===== src/hdl/dedq_pkg.sv =====
`timescale 1ns / 1ps
// Package for the double-ended queue: command codes and payload types.
// Depends on nothing; dedq_if, dedq_ptr, the top level and the checker use it.

package dedq_pkg;

   // Widths of the request and response payload fields.
   localparam int DATA_W  = 32;
   localparam int CMD_W   = 3;
   localparam int COUNT_W = 11;

   typedef logic [CMD_W-1:0]          cmd_type;
   typedef logic signed [DATA_W-1:0]  data_type;
   typedef logic [COUNT_W-1:0]        count_type;

   // Command codes.
   localparam cmd_type CMD_PUSH_FRONT = 3'd0;
   localparam cmd_type CMD_PUSH_BACK  = 3'd1;
   localparam cmd_type CMD_POP_FRONT  = 3'd2;
   localparam cmd_type CMD_POP_BACK   = 3'd3;
   localparam cmd_type CMD_PEEK_FRONT = 3'd4;
   localparam cmd_type CMD_PEEK_BACK  = 3'd5;

   // Decoded outcome of one request, passed from the pointer logic to the top level.
   typedef struct packed {
      logic write_en;
      logic read_en;
      logic overflow;
   } ptr_status_type;

endpackage


===== src/hdl/dedq_ptr.sv =====
`timescale 1ns / 1ps
// Head pointer and fill count of the ring buffer, and the slot each request touches.
// Depends on dedq_pkg for command codes and the status struct.

module dedq_ptr #(
   parameter int DEPTH = 1024
) (
   input  logic                         clock,
   input  logic                         reset,
   input  logic                         accept,
   input  dedq_pkg::cmd_type            cmd,
   output logic [$clog2(DEPTH)-1:0]     mem_addr,
   output dedq_pkg::ptr_status_type     status,
   output logic [$clog2(DEPTH+1)-1:0]   count_next
);

   localparam int AW = $clog2(DEPTH);
   localparam int CW = $clog2(DEPTH + 1);

   typedef logic [AW-1:0] addr_type;
   typedef logic [CW-1:0] cnt_type;
   typedef logic [AW:0]   sum_type;

   addr_type head_ff, head_in;
   cnt_type  count_ff, count_in;
   addr_type head_inc, head_dec, tail_slot, last_slot;
   logic     full, empty;

   // Slot at a given distance past the head, wrapped once at DEPTH.
   function automatic addr_type slot_at(addr_type head, cnt_type offset);
      sum_type sum;
      sum = {1'b0, head} + sum_type'(offset);
      if (sum >= sum_type'(DEPTH)) begin
         sum = sum - sum_type'(DEPTH);
      end
      return sum[AW-1:0];
   endfunction

   // Neighbouring slots of the head and the two ends of the stored range.
   always_comb begin
      full      = (count_ff == cnt_type'(DEPTH));
      empty     = (count_ff == '0);
      head_inc  = (head_ff == addr_type'(DEPTH - 1)) ? '0 : head_ff + 1'b1;
      head_dec  = (head_ff == '0) ? addr_type'(DEPTH - 1) : head_ff - 1'b1;
      tail_slot = slot_at(head_ff, count_ff);
      last_slot = slot_at(head_ff, cnt_type'(count_ff - 1'b1));
   end

   // Decode the request into a memory access and the next pointer state.
   always_comb begin
      head_in  = head_ff;
      count_in = count_ff;
      mem_addr = head_ff;
      status   = '0;
      unique case (cmd) inside
         dedq_pkg::CMD_PUSH_FRONT: begin
            if (full) begin
               status.overflow = 1'b1;
            end else begin
               head_in         = head_dec;
               mem_addr        = head_dec;
               status.write_en = 1'b1;
               count_in        = count_ff + 1'b1;
            end
         end
         dedq_pkg::CMD_PUSH_BACK: begin
            if (full) begin
               status.overflow = 1'b1;
            end else begin
               mem_addr        = tail_slot;
               status.write_en = 1'b1;
               count_in        = count_ff + 1'b1;
            end
         end
         dedq_pkg::CMD_POP_FRONT, dedq_pkg::CMD_PEEK_FRONT: begin
            if (!empty) begin
               mem_addr       = head_ff;
               status.read_en = 1'b1;
               if (cmd == dedq_pkg::CMD_POP_FRONT) begin
                  head_in  = head_inc;
                  count_in = count_ff - 1'b1;
               end
            end
         end
         dedq_pkg::CMD_POP_BACK, dedq_pkg::CMD_PEEK_BACK: begin
            if (!empty) begin
               mem_addr       = last_slot;
               status.read_en = 1'b1;
               if (cmd == dedq_pkg::CMD_POP_BACK) begin
                  count_in = count_ff - 1'b1;
               end
            end
         end
         default: begin
            // Unused codes leave the queue as it is.
         end
      endcase
      count_next = count_in;
   end

   // Pointer registers change only when a request is taken, or on reset.
   always_ff @(posedge clock) begin
      if (reset) begin
         head_ff  <= '0;
         count_ff <= '0;
      end else if (accept) begin
         head_ff  <= head_in;
         count_ff <= count_in;
      end
   end

endmodule


===== config.mk =====
export PLATFORM = sky130hd
export DESIGN_NAME = dedq_ptr
export DESIGN_NICKNAME = d
export VERILOG_FILES = /design/src/hdl/dedq_pkg.sv /design/src/hdl/dedq_ptr.sv
export SDC_FILE = /design/constraint.sdc
export NUM_CORES = 1
export LEC_CHECK = 0
export BUFFER_PORTS_ARGS = -buffer_cell sky130_fd_sc_hd__buf_2
export CORE_MARGIN = 2
export CORE_UTILIZATION = 53
export DETAILED_ROUTE_END_ITERATION = 6
export GPL_TIMING_DRIVEN = 0
export PLACE_DENSITY_LB_ADDON = 0.25
export SYNTH_ARGS = -nofsm -noshare
export SYNTH_HDL_FRONTEND = slang
export SYNTH_SLANG_ARGS = --single-unit
export TNS_END_PERCENT = 1

===== constraint.sdc =====
create_clock -name clock -period 4.6 [get_ports clock]
set_input_delay 0.46 -clock clock [delete_from_list [all_inputs] [get_ports clock]]
set_output_delay 0.46 -clock clock [all_outputs]
set_load 0.005 [all_outputs]

==> impl_metrics.csv <==
group,metric,value,unit
route,routed-wl-met2,4.75,mm
logic_synthesis,synth_top_cell_area_share,12.6,%
sta,max_slew.worst_pin.slew,0.845,ns
floorplanning,die_width,83.4,microns
critical_path,crit_arrival,3.90,ns
final_layout,mostFrequentLayoutCells,"56 x nand2_1, 49 x nor2_1, 38 x a21oi_1",
critical_path,crit_path_end_kind,"output pin",
clock_network,root_buffer,"clkbuf_8",
clock_network,clk_path_buf_depth,2,
sta,hold_viol_final,0,
clock_network,cts_sinks,21,
logic_synthesis,synth.avg_cell_area,6.90,sq um
global_routing,antenna_found_initial,0,
global_routing,grt_max_degree,12,
sta,fin_skew,0.00628,ns
logic_synthesis,ys.warnings.count,0,
floorplanning,initial_core_util,55.8,%
power_and_ir_drop,p_per_area,281,nW/um^2
sta,fin_hold_ws,0.371,ns
floorplanning,row_count,28,
sta,slew_violations,0,
power_and_ir_drop,total_power,1.02,mW
logic_synthesis,netlist_area,3340,sq um
sta,finalSetupTns,0,ns
logic_synthesis,synth_cells,484,
global_routing,grt-ovfl-total,0,
global_routing,gr-usage-all-layers,31.4,%
logic_synthesis,syn_nets,516,
global_routing,grt_pass1_vias,3515,
clock_network,cts-hold-fix-buffers,0,
floorplanning,ioPinCount,30,
sta,min_period_over_period,94.7,%
route,first_pass_iters,5,
floorplanning,die_area,6960,sq um
sta,maxSlewHeadroom,43.1,%
logic_synthesis,ys.flop_type,"dfxtp_1",
logic_synthesis,synth-edff-count,0,
final_layout,fin_nets,549,
global_routing,grt_pass1_wl,18.0,mm
final_layout,utilization,60.4,%
placed_design,place_ws,0.580,ns
clock_network,clock_latency,0.27,ns
logic_synthesis,synth_largest_area_cell,"dfxtp_1",
placed_design,io_buffers,28,
placed_design,placed_cells_incl_taps,587,
floorplanning,core_area,5990,sq um
route,highest_layer,"met4",
clock_network,post_cts_buffers,0,
clock_network,clk_pin_slew,0.09,ns
clock_network,post_cts_resize_count,0,
route,vias,3945,
job,cap_violations,0,
hold_path,hold_path.class,"in2reg",
final_layout,area_growth_syn_to_layout,8.35,%
critical_path,crit_fanout,7,
logic_synthesis,synth-seq-area-share,12.6,%
route,postRouteAntennaNets,0,
route,drt-met1-wl,4.70,mm
route,wl_met3,1.30,mm
route,via_per_inst,6.68,
route,drc_errors,0,
route,drtIter0Drc,383,
placed_design,gp_congestion,0.959,
power_and_ir_drop,ir_drop,0.152,mV
power_and_ir_drop,power.leakage,1.52,nW
logic_synthesis,ys_ff_latch,21,
sta,finalSetupViolCount,0,
sta,rsz0062_at_grt,"false",
final_layout,antenna_cells,0,
route,totalWireLength,11.0,mm
clock_network,numCtsBuffers,3,
route,wire_per_inst,18.6,microns
logic_synthesis,netlist_top_cells_area,"dfxtp_1 13%, ha_1 9.0%, nand2_1 6.3%",
critical_path,start_kind,"flip-flop",
placed_design,dpl_cell_area,3580,sq um
sta,fin_ws,0.244,ns
final_layout,fill_cells,576,
sta,final.min_clock_period,4.36,ns
clock_network,ctsHtreeMaxLevel,1,
clock_network,cts_tree,"yes",
critical_path,worst-setup-path-type,"reg2out",
final_layout,final_common_cell,"nand2_1",
final_layout,fin_cells,591,
logic_synthesis,postSynth.asyncResetShare,0,%
critical_path,crit_required,4.14,ns
floorplanning,fp.dieH,83.4,microns
placed_design,place_hpwl,8.41,mm
final_layout,final_area,3620,sq um
sta,max_freq,230,MHz
run_status,status,"finished clean",
logic_synthesis,synth.distinct_cells,74,
final_layout,drive_gt1_share,10.5,%
logic make-up after synthesis:
logic type	synth area share [%]
muxes	1.83
buffers and inverters	6.81
DFF	12.6
xor gates and xnor gates	8.91
adders and majority gates	10.5
and+or+nand+nor	29.7
AOI/OAI and AO/OA	29.7
flip-flops by register name, summed over array words and instances (netlist names):
signal,count
count_ff,11
head_ff,10
worst paths after layout:
kind,from,end,slack (ns),cells past startpoint
worst max-delay path,count_ff[0],mem_addr[9],0.24,14
worst min-delay path,reset,head_ff[2],0.37,2
worst max register to register,count_ff[0],count_ff[6],1.46,10
worst min register to register,count_ff[10],count_ff[10],0.61,2
synthesized netlist by cell type, types with 6 or more instances:
library cell and n:
a211oi_1 8, a21oi_1 38, a31oi_1 8, and3_1 7, clkbuf_1 21, dfxtp_1 21
ha_1 24, inv_1 14, nand2_1 56, nand2b_1 6, nand3_1 16, nand4_1 7
nor2_1 49, nor3_1 19, o21a_1 7, o21ai_0 36, xnor2_1 15, xor2_1 19
worst max-delay path, stage by stage, from the launching register on:
cell and delay, ns:
dfxtp_1 0.41, inv_1 0.25, ha_1 0.31, or3b_2 0.50, or4_1 0.43, nand2_1 0.10
ha_1 0.26, o21ai_0 0.11, nand2b_1 0.09, and3_1 0.18, a221o_1 0.32, xnor2_1 0.22
mux2i_1 0.21, o22ai_1 0.10, buf_2 0.13
power by group:
part | total, mW | internal, mW | switching [mW]
clock network | 0.135 | 0.0621 | 0.0727
registers | 0.222 | 0.195 | 0.0269
logic | 0.660 | 0.269 | 0.391
per-layer routing:
layer | GRT usage (%) | vias up
met5 | 0 | -
met4 | 8.79 | 0
met3 | 4.08 | 30
met2 | 47.1 | 259
met1 | 46.7 | 1807
li1 | - | 1849
final cells by class:
cell class | instances | area (sq um) | area share, %
multi-input combinational | 415 | 2690 | 74.4
sequential | 21 | 420 | 11.6
buffer | 34 | 175 | 4.84
timing repair buffer | 28 | 140 | 3.87
tap | 75 | 93.8 | 2.59
inverter | 14 | 52.6 | 1.45
clock buffer | 4 | 45.0 | 1.24
Power figures use the tool's default switching activity.
